$ cat src/rtl/core/isu_pkg.sv
`timescale 1ns / 1ps
// ----------------------------------------------------------------------------
// isu_pkg
// Shared constants and types for the insertion sorter cell chain.
// ----------------------------------------------------------------------------
package isu_pkg;

    localparam int CAPACITY   = 64;
    localparam int DATA_WIDTH = 32;

    typedef logic signed [DATA_WIDTH-1:0] t_data;

    // per-cycle command broadcast to every cell
    typedef struct packed {
        logic ins;    // insert the broadcast key
        logic shift;  // move contents one place toward cell 0
    } t_cell_ctrl;

endpackage

$ cat src/rtl/core/isu_cell.sv
`timescale 1ns / 1ps
// ----------------------------------------------------------------------------
// isu_cell
// One slot of the sorted chain: holds a value and its valid bit.
// ----------------------------------------------------------------------------
module isu_cell (
    input  logic                i_clk,
    input  logic                i_rst_n,
    input  isu_pkg::t_cell_ctrl i_ctrl,
    input  isu_pkg::t_data      i_key,
    input  isu_pkg::t_data      i_left_val,
    input  logic                i_left_vld,
    input  logic                i_left_gt,
    input  isu_pkg::t_data      i_right_val,
    input  logic                i_right_vld,
    output isu_pkg::t_data      o_val,
    output logic                o_vld,
    output logic                o_gt
);
    import isu_pkg::*;

    t_data r_val;
    logic  r_vld;
    t_data n_val;
    logic  n_vld;

    // empty slots count as greater so the key lands in the first free one
    assign o_gt  = !r_vld || (r_val > i_key);
    assign o_val = r_val;
    assign o_vld = r_vld;

    always_comb begin
        n_val = r_val;
        n_vld = r_vld;
        if (i_ctrl.shift) begin
            n_val = i_right_val;
            n_vld = i_right_vld;
        end else if (i_ctrl.ins && o_gt) begin
            // strictly greater moves up: equal values keep arrival order
            n_val = i_left_gt ? i_left_val : i_key;
            n_vld = r_vld || i_left_vld;
        end
    end

    always_ff @(posedge i_clk) begin
        r_val <= n_val;
        if (!i_rst_n) begin
            r_vld <= 1'b0;
        end else begin
            r_vld <= n_vld;
        end
    end

endmodule

$ cat config.mk
export PLATFORM = sky130hd
export DESIGN_NAME = isu_cell
export DESIGN_NICKNAME = d
export VERILOG_FILES = /design/src/rtl/core/isu_pkg.sv /design/src/rtl/core/isu_cell.sv
export SDC_FILE = /design/constraint.sdc
export NUM_CORES = 1
export LEC_CHECK = 0
export BUFFER_PORTS_ARGS = -buffer_cell sky130_fd_sc_hd__buf_2
export CAP_MARGIN = 20
export CORE_MARGIN = 2
export CORE_UTILIZATION = 45
export CTS_CLUSTER_DIAMETER = 120
export DETAILED_ROUTE_END_ITERATION = 8
export PLACE_DENSITY = 0.92
export SLEW_MARGIN = 30
export SYNTH_ARGS = -nofsm -noshare
export SYNTH_HDL_FRONTEND = slang
export SYNTH_SLANG_ARGS = --single-unit
$ cat constraint.sdc
create_clock -name i_clk -period 6.42 [get_ports i_clk]
set_input_delay 1.284 -clock i_clk [delete_from_list [all_inputs] [get_ports i_clk]]
set_output_delay 1.284 -clock i_clk [all_outputs]
set_load 0.01 [all_outputs]
==> key figures, run 1 <==
Status
  • Result of the run: finished clean

STA
  • Unrepaired setup endpoints after global routing: no
  • Final critical delay including setup and external delays: 4520 ps
  • Final period util: 0.704
  • Pins over their slew limit: 0
  • Slew HR: 0.365
  • Worst slack on hold paths: about 560 ps
  • Setup TNS Final: 0 ps
  • Number of hold-slack violations in the final timing report: 0
  • F_max: 221 MHz
  • Transition at the pin with the smallest max-transition slack: approximately 950 ps
  • Clk_skew: 4.24 ps
  • Slack of the critical path: ~1900 ps
  • Number of setup violations in the final report: 0

Route
  • Average via count per standard cell: 5.25
  • Number of DRC violations after detailed-routing iteration 0: 95
  • Number of remaining DRC errors: 0
  • Routed length per instance: about 15 µm
  • Count of nets left with antenna violations after detail routing: 0
  • Count of TritonRoute iterations in the first routing pass: 5
  • Total Routed Length: around 6.8 mm
  • Number of vias in the routed layout: 2,453

GRT
  • Global-route wire length before repair: roughly 11 mm
  • Global routing usage summed across all routing layers: 0.226
  • Overflow left after global routing: 0
  • Number of global-route vias before repair: 2,450
  • Antenna violations before repair: 0
  • Maximum number of pins on one net before global-route repair: 66

Placed design
  • Post-place instance area: between 3000 and 4000 µm²
  • RePlAce Congestion: 0.775
  • Post-DP HPWL: about 5.4 mm
  • Minimum setup slack after placement: approximately 1900 ps
  • Number of port buffers: between 100 and 150

Floorplanning
  • Die Footprint: between 6000 and 7000 µm²
  • Cell Rows: 26
  • Initial Util: 0.475
  • Die outline width: between 70 and 80 µm
  • Core region area: between 5000 and 6000 µm²
  • Chip Height: 78.1 µm
  • I/O Pins: about 140

Logic synthesis
  • Synthesized area per cell: ~9.4 µm²
  • Count of state elements after synthesis: 33
  • Biggest area consumer among synthesized cells: sky130_fd_sc_hd__edfxtp_1
  • EDFF count, synth: 32
  • Top cells by area, synth: sky130_fd_sc_hd__edfxtp_1 39%, sky130_fd_sc_hd__ha_1 16%, sky130_fd_sc_hd__mux2i_1 13%
  • Number of distinct library cell variants in the gate-level netlist after synthesis: 25
  • Fraction of registers with async set/reset: 0
  • Most numerous cell types in the synthesized netlist: 40 x sky130_fd_sc_hd__nand2_1, 40 x sky130_fd_sc_hd__o21ai_0, 35 x sky130_fd_sc_hd__inv_1
  • Synthesized instance count: ~260
  • Share of synthesized area occupied by flip-flops and latches: 0.397
  • Number of synthesis warnings: 0
  • Post-synthesis cell area: roughly 2500 µm²
  • Syn nets: 398
  • Top_reg_cell synth: sky130_fd_sc_hd__edfxtp_1
  • Top-area cell type share of the netlist area: 0.388

CTS
  • Maximum buffer depth of the clock tree: 2
  • CTS root buf: sky130_fd_sc_hd__clkbuf_8
  • CTS buffer count: 5
  • Number of instances resized during post-cts repair: 0
  • # Post-CTS Setup Buffers: 0
  • Hold buffers post-CTS: 0
  • Worst-path clk slew: approximately 70 ps
  • TritonCTS clock tree: built
  • Clock sinks: 33
  • Clock latency on the worst-skew pair: approximately 280 ps
  • Total number of H-tree levels: 2

Layout
  • Fraction of final layout cells with drive strength greater than 1: 0.368
  • Ant diodes: 0
  • Final instance area: between 3000 and 4000 µm²
  • Number of nets in the layout: around 530
  • Layout overhead on the synthesized area: 35.1%

Worst setup path
  • Reg-to-reg critical path endpoint: o_val[22]
  • Reg2reg start: o_val[14]
  • Reg2Reg Setup Slack: between 3000 and 4000 ps
  • Critical path fanouts, max: 3
  • Startpoint-to-endpoint class of the critical path: in -> out
  • Worst endpoint required time: roughly 5100 ps
  • Setup crit end kind: output port
  • CP startpoint kind: input pin
  • R2R cell count: 7
  • Arrival @ worst endpoint: ~3200 ps

Power and ir drop
  • PwrDens: roughly 210 nW/µm²
  • Peak VDD IR: between 0.1 and 0.15 mV
  • Leakage: 0.00179 µW

Min path
  • Worst hold-check path type: reg -> reg
  • Endpoint of the worst hold path: o_vld
  • Min-Delay Path Depth: 2
  • Worst hold path startpoint: o_vld

Job
  • Max_cap viols: 0
[layout make-up]
| cell class | instances | area, µm² |
|---|---|---|
| Inverter | 35 | 131 |
| Tap cell | 70 | 87.6 |
| Clock buffer | 7 | 86.3 |
| Sequential cell | 33 | 981 |
| Fill cell | 413 | 1860 |
| Clock inverter | 1 | 30.0 |
| Multi-Input combinational cell | 184 | 1330 |
| Timing Repair Buffer | 137 | 691 |
[registers in the layout, indices dropped and copies added (netlist names)]
name / cells
o_vld: 1
o_val: 32
[how the worst max path moves through the flow]
stage	depth (start not counted)	slack, ps	to	from
2_1_floorplan	7	1080	o_val[0]	i_key[14]
3_3_place_gp	10	1980	o_gt	i_key[7]
3_5_place_dp	10	1940	o_gt	i_key[19]
4_1_cts	10	1910	o_gt	i_key[19]
5_1_grt	10	1810	o_gt	i_key[7]
6_report	10	1900	o_gt	i_key[19]
[power by group]
group / internal, µW / switching, µW
combinational: 88.7 / 107
sequential: 269 / 14.1
clock: 127 / 80.2
total: 484 / 201
[cells by family after synthesis]
family	Yosys count	synth area share
compound gates	62	0.138
simple gates	58	0.103
buf+inv	46	0.0713
flops	33	0.397
mux	32	0.129
fa+ha+maj	32	0.162
[critical path, stage by stage]
cell and delay [ps]:
sky130_fd_sc_hd__buf_2 90, sky130_fd_sc_hd__inv_1 40, sky130_fd_sc_hd__ha_1 330, sky130_fd_sc_hd__a21oi_1 170, sky130_fd_sc_hd__o21ai_0 120, sky130_fd_sc_hd__a221oi_1 380
sky130_fd_sc_hd__o21ai_0 170, sky130_fd_sc_hd__a211oi_2 330, sky130_fd_sc_hd__o21ai_0 160, sky130_fd_sc_hd__buf_2 170
[metal layers]
metal,vias to the layer above,track usage,part of all wire
met5,-,0,0
met4,0,0.0596,0.011
met3,10,0.0552,0.075
met2,111,0.430,0.52
met1,1130,0.248,0.39
li1,1202,-,-
[metrics by stage]
| step | cells | power [µW] | util |
|---|---|---|---|
| 3_5_place_dp | 459 | 483 | 0.619 |
| 2_1_floorplan | 263 | 393 | - |
| 6_report | 467 | 686 | 0.642 |
| 4_1_cts | 467 | 690 | 0.641 |
| 5_1_grt | 467 | 725 | 0.642 |
| 3_3_place_gp | 459 | 473 | 0.619 |
[cells in the final DEF, fill, tap and decap left out, types with 3 or more instances in the layout]
| cell | instances |
|---|---|
| sky130_fd_sc_hd__buf_2 | 135 |
| sky130_fd_sc_hd__nand2_1 | 40 |
| sky130_fd_sc_hd__o21ai_0 | 40 |
| sky130_fd_sc_hd__inv_1 | 35 |
| sky130_fd_sc_hd__mux2i_1 | 32 |
| sky130_fd_sc_hd__ha_1 | 32 |
| sky130_fd_sc_hd__edfxtp_1 | 32 |
| sky130_fd_sc_hd__a21oi_1 | 14 |
| sky130_fd_sc_hd__nand4_1 | 6 |
| sky130_fd_sc_hd__clkbuf_8 | 6 |
| sky130_fd_sc_hd__nand3_1 | 3 |
| sky130_fd_sc_hd__nor2_1 | 3 |
(Power assumes the default switching activity.)
==> run 2: changes to the inputs <==
Settings changed: CORE_UTILIZATION 45 to 41, PLACE_DENSITY 0.92 to 0.89.
Clock period 6.42 ns to 3.85 ns, I/O delays scaled along.
==> run 2 against run 1 <==
Clock skew up 2.8 ps. Critical endpoint unchanged. Non-clock buffer count increased by 2. Worst hold slack better by 2.5 ps. Setup slack worse by 1500 ps. Critical path depth stayed put. Combinational power rose by 65%. Largest power group unchanged.
==> key figures, run 2 (synthesized netlist as in run 1, its figures left out) <==
Status
  • Result of the run: finished clean

Layout
  • Number of nets in the layout: 533 (+0.38%)
  • Ant diodes: 0 (unchanged)
  • Layout overhead on the synthesized area: 36.0%
  • Leading cell type in the layout, fill and taps excluded: sky130_fd_sc_hd__buf_2
  • Flip-flop count of the largest register, all copies and words added: 32 (unchanged)
  • Fraction of final layout cells with drive strength greater than 1: 0.373 (+0.00568)
  • Final instance area: 3360 µm² (+0.71%)
  • Fillers: 527 (+28%)
  • Final std cells w/o fill: 474 (+1.5%)
  • Commonest cells after routing, fill and taps aside: 136 x sky130_fd_sc_hd__buf_2, 40 x sky130_fd_sc_hd__nand2_1, 40 x sky130_fd_sc_hd__o21ai_0

Power and ir drop
  • PwrDens: 323 nW/µm² (+57%)
  • Peak VDD IR: 0.165 mV (+19%)
  • Clock share of power: 0.267 (-0.035)
  • Share of power burned in combinational logic: 0.298 (+0.013)
  • Total net switching power: 326 µW (+62%)
  • Switching part of the total: 0.300 (+0.00628)
  • Leakage: 0.00180 µW (+0.69%)
  • Internal: 760 µW (+57%)
  • Part of the total power dissipated in sequential elements: 0.436 (+0.023)

CTS
  • Clock latency on the worst-skew pair: 280 ps (about the same)
  • # Post-CTS Setup Buffers: 0 (unchanged)
  • Hold buffers post-CTS: 0 (unchanged)
  • CTS buffer count: 5 (unchanged)
  • Worst-path clk slew: 70 ps (about the same)
  • Maximum buffer depth of the clock tree: 2 (unchanged)
  • TritonCTS clock tree: built
  • CTS root buf: sky130_fd_sc_hd__clkbuf_8
  • Number of instances resized during post-cts repair: 0 (unchanged)
  • Total number of H-tree levels: 2 (unchanged)
  • Clock sinks: 33 (unchanged)

Min path
  • Min-Delay Path Depth: 2 (unchanged)
  • Worst hold path startpoint: o_vld
  • Worst hold-check path type: reg -> reg
  • Endpoint of the worst hold path: o_vld

Placed design
  • Number of port buffers: 136 (unchanged)
  • Post-DP HPWL: 5.23 mm (-3.3%)
  • Post-place instance area: 3240 µm² (+0.43%)
  • RePlAce Congestion: 0.748 (-3.4%)
  • # placed instances: 465 (+1.3%)

GRT
  • Maximum number of pins on one net before global-route repair: 37 (-44%)
  • Antenna violations before repair: 0 (unchanged)
  • Global routing usage summed across all routing layers: 0.191 (-0.0351)
  • Global-route wire length before repair: 9.79 mm (-10%)
  • Overflow left after global routing: 0 (unchanged)
  • Number of global-route vias before repair: 2,379 (-2.9%)

STA
  • Number of hold-slack violations in the final timing report: 0 (unchanged)
  • Slew HR: 0.646 (+0.281)
  • Setup TNS Final: 0 ps (unchanged)
  • Transition at the pin with the smallest max-transition slack: 531 ps (-422 ps)
  • F_max: between 200 and 300 MHz
  • Unrepaired setup endpoints after global routing: no
  • Final critical delay including setup and external delays: around 3500 ps
  • Final period util: 0.898
  • Worst slack on hold paths: 563 ps (+2.49 ps)
  • Clk_skew: 7.04 ps (+2.80 ps)
  • Number of setup violations in the final report: 0 (unchanged)
  • Pins over their slew limit: 0 (unchanged)

Worst setup path
  • Startpoint-to-endpoint class of the critical path: in -> out
  • Critical path fanouts, max: 4 (+1)
  • Setup crit end kind: output port
  • CP startpoint kind: input pin
  • Reg2Reg Setup Slack: 1150 ps (-2130 ps)
  • Worst endpoint required time: 3080 ps (-2060 ps)
  • R2R cell count: 6 (-1)
  • Reg2reg start: o_val[29]
  • Reg-to-reg critical path endpoint: o_val[21]
  • Arrival @ worst endpoint: 2690 ps (-550 ps)

Route
  • Total Routed Length: 6.40 mm (-5.6%)
  • Number of remaining DRC errors: 0 (unchanged)
  • Average via count per standard cell: 5.05 (-3.8%)
  • Routed length per instance: 13.5 µm (-7.0%)
  • Count of nets left with antenna violations after detail routing: 0 (unchanged)
  • Number of vias in the routed layout: 2,396 (-2.3%)
  • Count of TritonRoute iterations in the first routing pass: 4 (-1)
  • Number of DRC violations after detailed-routing iteration 0: 96 (+1.1%)

Floorplanning
  • I/O Pins: 137 (unchanged)
  • Chip Height: 81.7 µm (+4.5%)
  • Cell Rows: 28 (+7.7%)
  • Die Footprint: 6670 µm² (+9.3%)
  • Initial Util: 0.420 (-0.0550)
  • Die outline width: 81.7 µm (+4.5%)
  • Core region area: 5890 µm² (+13%)

Job
  • Max_cap viols: 0 (unchanged)
==> run 2: cell type report <==
cell class	count	area, µm²	area share
multi-input combinational	184	1330	0.396
clock buffer	7	96.3	0.0286
inverter	35	131	0.0390
sequential	33	981	0.292
tap	75	93.8	0.0279
clock inverter	1	5.00	0.00149
timing repair buffer	139	723	0.215
==> run 2: through the flow <==
| stage | power, µW | util | setup WS, ps |
|---|---|---|---|
| 5_1_grt | 1160 | 0.572 | 126 |
| 3_5_place_dp | 804 | 0.550 | 348 |
| 2_1_floorplan | 656 | - | 96.4 |
| 6_report | 1090 | 0.572 | 391 |
| 3_3_place_gp | 787 | 0.550 | 388 |
| 4_1_cts | 1100 | 0.567 | 349 |
==> run 2: power by group through the flow <==
stage | sequential, µW | clock, µW | combinational (µW)
finish | 473 | 289 | 323
global route | 479 | 312 | 367
CTS | 473 | 298 | 325
detailed placement | 481 | 0 | 323
global placement | 478 | 0 | 310
floorplan | 500 | 0 | 155
==> run 2: worst max path at each step <==
stage	from	end	slack, ps	cells past startpoint
after floorplan	i_key[14]	o_val[0]	100	7
after global placement	i_key[31]	o_gt	390	10
after detailed placement	i_key[31]	o_gt	350	10
after CTS	i_key[31]	o_gt	350	10
after global routing	i_key[31]	o_gt	130	10
final	i_key[31]	o_gt	390	10
==> run 2: routing by layer <==
layer / up-vias / part of all wire / GRT usage
li1: 1213 / - / -
met1: 1089 / 0.39 / 0.207
met2: 83 / 0.53 / 0.364
met3: 11 / 0.064 / 0.0473
met4: 0 / 0.014 / 0.0533
met5: - / 0 / 0
==> run 2: critical path: stages <==
cell                       delay (ps)
sky130_fd_sc_hd__buf_2             90
sky130_fd_sc_hd__inv_1             40
sky130_fd_sc_hd__ha_1             320
sky130_fd_sc_hd__nand4_1          190
sky130_fd_sc_hd__nor3_1            90
sky130_fd_sc_hd__a221oi_1         350
sky130_fd_sc_hd__o21ai_0          190
sky130_fd_sc_hd__a211oi_2         320
sky130_fd_sc_hd__o21ai_0          150
sky130_fd_sc_hd__buf_2            160
